$ cat config.mk
export PLATFORM = sky130hd
export DESIGN_NAME = wnns_ctrl
export DESIGN_NICKNAME = d
export VERILOG_FILES = /design/src/rtl/wnns_pkg.sv /design/src/rtl/wnns_ctrl.sv
export SDC_FILE = /design/constraint.sdc
export NUM_CORES = 1
export LEC_CHECK = 0
export ABC_AREA = 1
export BUFFER_PORTS_ARGS = -buffer_cell sky130_fd_sc_hd__buf_2
export CAP_MARGIN = 20
export CORE_UTILIZATION = 45
export CTS_BUF_LIST = sky130_fd_sc_hd__clkbuf_16
export CTS_CLUSTER_DIAMETER = 60
export DETAILED_ROUTE_END_ITERATION = 7
export HOLD_SLACK_MARGIN = 0.06
export PLACE_DENSITY = 0.69
export REMOVE_ABC_BUFFERS = 1
export SYNTH_ARGS = -nofsm -noshare
export SYNTH_HDL_FRONTEND = slang
export SYNTH_SLANG_ARGS = --single-unit
$ cat constraint.sdc
create_clock -name clock -period 1.05 [get_ports clock]
set_input_delay 0.105 -clock clock [delete_from_list [all_inputs] [get_ports clock]]
set_output_delay 0.105 -clock clock [all_outputs]
set_load 0.02 [all_outputs]
$ cat src/rtl/wnns_pkg.sv
`timescale 1ns / 1ps

package wnns_pkg;

   localparam int TABLE_DEPTH_DEF   = 64;
   localparam int FEATURE_WIDTH_DEF = 32;

   localparam int NUM_LANES = 8;
   localparam int QUO_W     = 7;
   localparam int PCT_SCALE = 100;
   localparam int DIST_W    = 31;
   localparam logic [DIST_W-1:0] DIST_MAX = 31'h7FFF_FFFF;

   // lane order in the datapath and in a stored entry
   localparam int LANE_RRO   = 0;
   localparam int LANE_RRW   = 1;
   localparam int LANE_RAW   = 2;
   localparam int LANE_WP    = 3;
   localparam int LANE_WAW   = 4;
   localparam int LANE_TIME  = 5;
   localparam int LANE_RO    = 6;
   localparam int LANE_RATIO = 7;

   localparam int RO_W    = 7;
   localparam int RATIO_W = 16;
   localparam int ALG_W   = 8;
   localparam int WEIGHT_W = 3;
   localparam int COUNT_W  = 7;
   localparam int CSR_IDX_W  = 3;
   localparam int CSR_DATA_W = 7;

   localparam logic CMD_LOAD  = 1'b0;
   localparam logic CMD_QUERY = 1'b1;

   localparam logic [CSR_IDX_W-1:0] CSR_WEIGHT_READS    = 3'd0;
   localparam logic [CSR_IDX_W-1:0] CSR_WEIGHT_WRITES   = 3'd1;
   localparam logic [CSR_IDX_W-1:0] CSR_WEIGHT_TIME     = 3'd2;
   localparam logic [CSR_IDX_W-1:0] CSR_WEIGHT_RO_SHARE = 3'd3;
   localparam logic [CSR_IDX_W-1:0] CSR_WEIGHT_RATIO    = 3'd4;
   localparam logic [CSR_IDX_W-1:0] CSR_RAW_DISTANCE    = 3'd5;
   localparam logic [CSR_IDX_W-1:0] CSR_ENTRY_COUNT     = 3'd6;

   localparam logic [WEIGHT_W-1:0] RST_WEIGHT_READS    = 3'd2;
   localparam logic [WEIGHT_W-1:0] RST_WEIGHT_WRITES   = 3'd3;
   localparam logic [WEIGHT_W-1:0] RST_WEIGHT_TIME     = 3'd6;
   localparam logic [WEIGHT_W-1:0] RST_WEIGHT_RO_SHARE = 3'd6;
   localparam logic [WEIGHT_W-1:0] RST_WEIGHT_RATIO    = 3'd0;

   typedef struct packed {
      logic accept;
      logic rd_en;
      logic diff_en;
      logic scale_en;
      logic div_en;
      logic mul_en;
      logic add_en;
      logic cmp_en;
      logic out_en;
   } dp_cmd_type;

   typedef struct packed {
      logic query;
      logic empty;
      logic last_entry;
      logic div_last;
      logic rsp_free;
   } dp_status_type;

endpackage

$ cat src/rtl/wnns_ctrl.sv
`timescale 1ns / 1ps

module wnns_ctrl (
   input  logic                    clock,
   input  logic                    reset,
   input  logic                    req_valid,
   output logic                    req_ready,
   input  wnns_pkg::dp_status_type status,
   output wnns_pkg::dp_cmd_type    cmd
);

   import wnns_pkg::*;

   typedef enum logic [8:0] {
      S_IDLE   = 9'b000000001,
      S_READ   = 9'b000000010,
      S_DIFF   = 9'b000000100,
      S_SCALE  = 9'b000001000,
      S_DIV    = 9'b000010000,
      S_MUL    = 9'b000100000,
      S_ADD    = 9'b001000000,
      S_CMP    = 9'b010000000,
      S_FINISH = 9'b100000000
   } state_type;

   state_type state_ff, state_in;

   always_comb begin
      state_in = state_ff;
      cmd      = '0;
      case (state_ff)
         S_IDLE: begin
            cmd.accept = req_valid;
            if (req_valid && status.query) begin
               state_in = status.empty ? S_FINISH : S_READ;
            end
         end
         S_READ: begin
            cmd.rd_en = 1'b1;
            state_in  = S_DIFF;
         end
         S_DIFF: begin
            cmd.diff_en = 1'b1;
            state_in    = S_SCALE;
         end
         S_SCALE: begin
            cmd.scale_en = 1'b1;
            state_in     = S_DIV;
         end
         S_DIV: begin
            cmd.div_en = 1'b1;
            if (status.div_last) begin
               state_in = S_MUL;
            end
         end
         S_MUL: begin
            cmd.mul_en = 1'b1;
            state_in   = S_ADD;
         end
         S_ADD: begin
            cmd.add_en = 1'b1;
            state_in   = S_CMP;
         end
         S_CMP: begin
            cmd.cmp_en = 1'b1;
            state_in   = status.last_entry ? S_FINISH : S_READ;
         end
         S_FINISH: begin
            // wait until the result register is free for the next transfer
            cmd.out_en = status.rsp_free;
            if (status.rsp_free) begin
               state_in = S_IDLE;
            end
         end
         default: begin
            state_in = S_IDLE;
         end
      endcase
   end

   always_ff @(posedge clock) begin
      if (reset) begin
         state_ff <= S_IDLE;
      end else begin
         state_ff <= state_in;
      end
   end

   assign req_ready = (state_ff == S_IDLE);

   a_finish_only_after_cmp_or_idle: assert property (@(posedge clock) disable iff (reset)
      (state_ff == S_FINISH && $past(state_ff) != S_FINISH) |->
         ($past(state_ff) == S_CMP || $past(state_ff) == S_IDLE))
      else $error("finish entered from a wrong state");

   a_div_left_on_last: assert property (@(posedge clock) disable iff (reset)
      (state_ff == S_MUL) |-> ($past(state_ff) == S_DIV && $past(status.div_last)))
      else $error("division left early");

   a_read_follows_accept_or_cmp: assert property (@(posedge clock) disable iff (reset)
      (state_ff == S_READ) |-> ($past(state_ff) == S_CMP || $past(cmd.accept)))
      else $error("table read without a query");

endmodule

==> results of run 1 <==
## stage by stage
step | setup TNS [ns] | power (W) | cells | area, um2 | hold slack (ns)
floorplan | -0.702 | 0.000779 | 106 | 693 | 0.183
global placement | -2.65 | 0.000958 | 148 | 872 | 0.378
detailed placement | -2.79 | 0.000972 | 148 | 872 | 0.385
CTS | -5.05 | 0.00181 | 161 | 1140 | 0.133
global route | -8.06 | 0.00213 | 168 | 1320 | 0.189
finish | -7.39 | 0.00207 | 168 | 1320 | 0.166
## logic make-up (layout without fill, tap and decap cells)
group                  Yosys count  in the layout  share of synthesized area, %
and+or+nand+nor                 65             65                          54.8
buffers and inverters           30             76                          16.8
DFF                              9              9                          25.7
AOI/OAI and AO/OA                3              3                          2.68
## cell type report
class                           count  area, um2
Clock buffer                        3       75.1
Sequential cell                     9        195
Clock inverter                      1       3.75
Multi-Input combinational cell     68        549
Inverter                           29        115
Timing Repair Buffer               43        358
Tap cell                           15       18.8
Fill cell                          31       51.3
## power by group through the flow
stage	registers [W]	logic, W	clock network, W
4_1_cts	0.000388	0.000755	0.000667
6_report	0.000392	0.000990	0.000691
3_3_place_gp	0.000387	0.000572	0
3_5_place_dp	0.000387	0.000585	0
5_1_grt	0.000393	0.00103	0.000707
2_1_floorplan	0.000384	0.000394	0
## tightest hold or removal path, cell delays in order
cell and delay, ns:
buf_2 0.09, inv_1 0.11, nor4_2 0.06
## routing by layer
layer | vias to the layer above | share of wire, %
met1 | 437 | 36
met4 | 0 | 7.7
met5 | - | 0
met3 | 28 | 8.3
met2 | 79 | 48
li1 | 415 | -
## final timing paths
kind	end	from	depth (start not counted)	slack [ns]
worst max-delay path	cmd[4]	state_ff[7]	8	-0.50
worst max register to register	state_ff[0]	state_ff[7]	10	-0.46
worst min-delay path	state_ff[5]	status[1]	3	0.17
worst min register to register	state_ff[3]	state_ff[3]	3	0.58
## cells in the mapped netlist
| library cell | number |
|---|---|
| a211oi_1 | 1 |
| dfxtp_1 | 9 |
| buf_4 | 1 |
| a31oi_1 | 1 |
| inv_1 | 18 |
| inv_2 | 10 |
| nor2_2 | 4 |
| nor2_1 | 12 |
| nor2_4 | 6 |
| clkinv_2 | 1 |
| nand2_1 | 13 |
| nand4_1 | 1 |
| nand2_4 | 1 |
| nor4_1 | 1 |
| nand3_2 | 6 |
| nand2_2 | 7 |
| nor3_1 | 6 |
| nand3_1 | 8 |
| o21ai_1 | 1 |
## what timing repair did
action,4_1_cts,5_1_grt
cloned,0,0
setup endpoints to repair,19,19
gates resized for setup,43,34
setup buffers,9,7
pin swaps,9,13
hold buffers,0,0
==> results_dict.tcl, run 1 <==
set metrics [dict create \
    status "finished, violations left" \
    violations "negative setup slack" \
    num_rows 13 \
    grt_pass1_vias 825 \
    p_switching_w 0.000774 \
    synth_largest_area_cell "dfxtp_1" \
    yosys_warnings 0 \
    ant_nets 0 \
    ir_worst_vdd_v 0.00146 \
    crit_type "reg2out" \
    max_stage_delay_ns 0.35 \
    syn-instance-count 107 \
    via_per_inst 5.71 \
    clk_latency_ns 0.24 \
    drtIter0Drc 80 \
    drc 0 \
    io_buffer_count 17 \
    layout_commonest_cell "buf_4" \
    gp_congestion 0.775 \
    cts.sinks 9 \
    drt_pass1_iterations 4 \
    initial_core_util_pct 51.3 \
    crit_path_end_kind "output port" \
    io_pins 18 \
    cts_tree "built" \
    final_cell_mix "buf_4 (22), inv_2 (17), buf_6 (14)" \
    cts_htree_levels 1 \
    largest_reg_flops 9 \
    antenna_found_initial 0 \
    largest-register "state_ff" \
    cap_violations 0 \
    grtUsageTotal_pct 27.0 \
    syn2layout_area_growth_pct 87.7 \
    combPwrFrac_pct 47.8 \
    crit_path_start_kind "register" \
    fin_util_pct 96.2 \
    timing.fmax_mhz 645 \
    power_density_nw_per_um2 1580 \
    ys_ff_latch 9 \
    cpLargestDelayFamily "buffers and inverters" \
    drt-total-wl_um 3360 \
    slew_violations 0 \
    grt_overflow_total 0 \
    rsz0062_at_grt "true" \
    holdCritPathClass "in2reg" \
    synth.avg_cell_area_um2 6.55 \
    yosysSeqAreaShare_pct 25.7 \
    period_needed_ns 1.55 \
    crit_buf_inv 5 \
    antennaDiodeCount 0 \
    syn-cell-area_um2 701 \
    root_buffer "clkbuf_16" \
    busiest_layer "met2" \
    pwr-share-clk_pct 33.3 \
    setup_ws_ns -0.501 \
    final_nets 162 \
    cts.clk_slew.worst_paths_ns 0.04 \
    met1_usage_pct 33.2 \
    final_hold_viol_count 0 \
    die_h_um 41.5 \
    arrival_ns 1.45 \
    crit_path_max_fanout 3 \
    grt_max_degree 8 \
    place_ws_ns -0.235 \
    synth.distinct_cells 19 \
    top_regs "state_ff x9" \
    synthTopCellsByArea "dfxtp_1 (26%), inv_1 (9.6%), nor2_4 (9.6%), nand3_2 (8.6%), nand2_1 (7.0%)" \
    power_frac_seq_pct 18.9 \
    setup_violations 19 \
    grt.met2_usage_pct 41.6 \
    cp_data_required_time_ns 0.94 \
    layout-drive-gt1-share_pct 77.8 \
    dp_hpwl_um 1310 \
    chipWidth_um 41.5 \
    post-route-period-util_pct 148 \
    vias 959 \
    slowest_stage "dfxtp_2" \
    clk_path_buf_depth 2 \
    die-area_um2 1720 \
    use_met3_pct 7.39 \
    grt_pass1_wl_um 3560 \
    numCtsBuffers 3 \
    wl_per_cell_um 20.0 \
    timing.slew.headroom_pct 77.5 \
    crit_chain "nor2_4, buf_4, inv_2, nor2_4, nand2_2, buf_6, inv_2, buf_6" \
    coreArea_um2 1370 \
    p_sw_share_pct 37.3 \
    tightest_slew_ns 0.335 \
    clock_skew_ns 0.00305 \
    synth_top_area_share_pct 25.7 \
    p_leak_nw 0.694 \
    p_int_w 0.00130 \
]
(Power assumes the default switching activity.)
==> run 2: changes to the inputs <==
CORE_MARGIN = 4   (was not set)
==> results_dict.tcl, run 2 (same netlist as run 1, synthesis figures left out) <==
set metrics [dict create \
    status "finished, violations left" \
    violations "negative setup slack" \
    p_int_w 0.00123 \
    hold_start "reset" \
    final_hold_viol_count 0 \
    p_sw_share_pct 36.1 \
    cpLargestDelayFamily "buffers and inverters" \
    crit_start "state_ff[1]" \
    grt.met2_usage_pct 37.4 \
    arrival_ns 1.36 \
    top_regs "state_ff x9" \
    period_needed_ns 1.47 \
    largest_reg_flops 9 \
    io_pins 18 \
    use_met3_pct 6.02 \
    timing.slew.headroom_pct 81.9 \
    die-area_um2 2250 \
    met1_usage_pct 30.0 \
    grt_max_degree 8 \
    initial_core_util_pct 50.7 \
    dpl.cell_count 146 \
    grtUsageTotal_pct 24.1 \
    busiest_layer "met2" \
    crit_chain "inv_2, nand2_2, nor2_4, buf_4, nand3_4, inv_2, buf_6" \
    wl_per_cell_um 16.7 \
    timing.fmax_mhz 681 \
    cts_tree "built" \
    pwr-share-clk_pct 34.6 \
    drtIter0Drc 41 \
    grt_overflow_total 0 \
    clock_skew_ns 0.00368 \
    die_h_um 47.5 \
    num_rows 13 \
    coreArea_um2 1380 \
    path_common_cell "inv_2" \
    grt_pass1_vias 799 \
    layout-drive-gt1-share_pct 76.7 \
    antenna_found_initial 0 \
    root_buffer "clkbuf_16" \
    io_buffer_count 17 \
    drt-total-wl_um 2760 \
    reg2reg_from "state_ff[1]" \
    cts.sinks 9 \
    cts.clk_slew.worst_paths_ns 0.04 \
    numCtsBuffers 3 \
    vias 896 \
    post-route-period-util_pct 140 \
    p_leak_nw 0.675 \
    clk_latency_ns 0.24 \
    final_cell_mix "buf_4 (22), inv_2 (18), buf_6 (11)" \
    crit_buf_inv 4 \
    p_switching_w 0.000698 \
    stdcell_area_um2 1270 \
    rsz0062_at_grt "true" \
    antennaDiodeCount 0 \
    crit_type "reg2out" \
    cts_htree_levels 1 \
    crit_path_start_kind "register" \
    slowest_stage "dfxtp_2" \
    final_nets 159 \
    crit_path_max_fanout 5 \
    ant_nets 0 \
    combPwrFrac_pct 45.2 \
    tightest_slew_ns 0.270 \
    largest-register "state_ff" \
    via_per_inst 5.43 \
    power_frac_seq_pct 20.2 \
    gp_congestion 0.884 \
    clk_path_buf_depth 2 \
    ir_worst_vdd_v 0.00144 \
    dp_hpwl_um 1360 \
    power_density_nw_per_um2 1520 \
    tns_ns -6.13 \
    slew_violations 0 \
    postCtsHoldBufs 0 \
    n_fill_cell 48 \
    syn2layout_area_growth_pct 82.0 \
    cap_violations 0 \
    rrSetupSlack_ns -0.42 \
    drc 0 \
    instances_no_fill 165 \
    crit_path_end_kind "output port" \
    setup_ws_ns -0.418 \
    holdCritPathClass "in2reg" \
    grt_pass1_wl_um 3710 \
    dpl-instance-area_um2 857 \
    cp_data_required_time_ns 0.94 \
    layout_commonest_cell "buf_4" \
    report.power.total_w 0.00193 \
    drt_pass1_iterations 4 \
    chipWidth_um 47.5 \
    setup_violations 19 \
    max_stage_delay_ns 0.33 \
]
run 2: timing repair:
action	in CTS	in global routing
gates resized for setup	42	30
gates cloned	0	0
setup endpoints to repair	19	19
buffers inserted	10	5
pin swaps	11	11
run 2: worst paths after layout:
kind / cells past startpoint / endpoint
setup / recovery: 7 / cmd[3]
hold / removal: 2 / state_ff[4]
setup reg to reg: 10 / state_ff[1]
hold reg to reg: 3 / state_ff[4]
run 2: final cells by class:
| class | instances | area [um2] | area share, % |
|---|---|---|---|
| Clock buffer | 3 | 75.1 | 5.89 |
| Clock inverter | 1 | 3.75 | 0.294 |
| Inverter | 29 | 113 | 8.83 |
| Multi-Input combinational cell | 68 | 547 | 42.9 |
| Sequential cell | 9 | 194 | 15.2 |
| Tap cell | 15 | 18.8 | 1.47 |
| Timing Repair Buffer | 40 | 324 | 25.4 |
run 2: routing by layer:
layer / vias up / wire [um]
li1: 411 / -
met1: 428 / 1120
met2: 44 / 1380
met3: 13 / 168
met4: 0 / 91
met5: - / 0
run 2: power groups by stage:
stage / clock (W) / sequential (W) / combinational (W)
6_report: 0.000668 / 0.000391 / 0.000874
5_1_grt: 0.000696 / 0.000393 / 0.000936
4_1_cts: 0.000663 / 0.000387 / 0.000703
3_5_place_dp: 0 / 0.000389 / 0.000552
3_3_place_gp: 0 / 0.000390 / 0.000542
2_1_floorplan: 0 / 0.000384 / 0.000394
run 2: worst register-to-register path: cells and delay by family, from the launching register on:
family / cells / cell delay [ns]
and+or+nand+nor: 7 / 0.71
buffers and inverters: 3 / 0.35
DFF: 1 / 0.33
run 2: through the flow:
| step | setup slack, ns | hold slack [ns] | util (%) |
|---|---|---|---|
| 2_1_floorplan | -0.105 | 0.183 | - |
| 3_3_place_gp | -0.240 | 0.367 | 62.0 |
| 3_5_place_dp | -0.243 | 0.378 | 62.0 |
| 4_1_cts | -0.336 | 0.128 | 80.9 |
| 5_1_grt | -0.480 | 0.146 | 92.2 |
| 6_report | -0.418 | 0.151 | 92.2 |
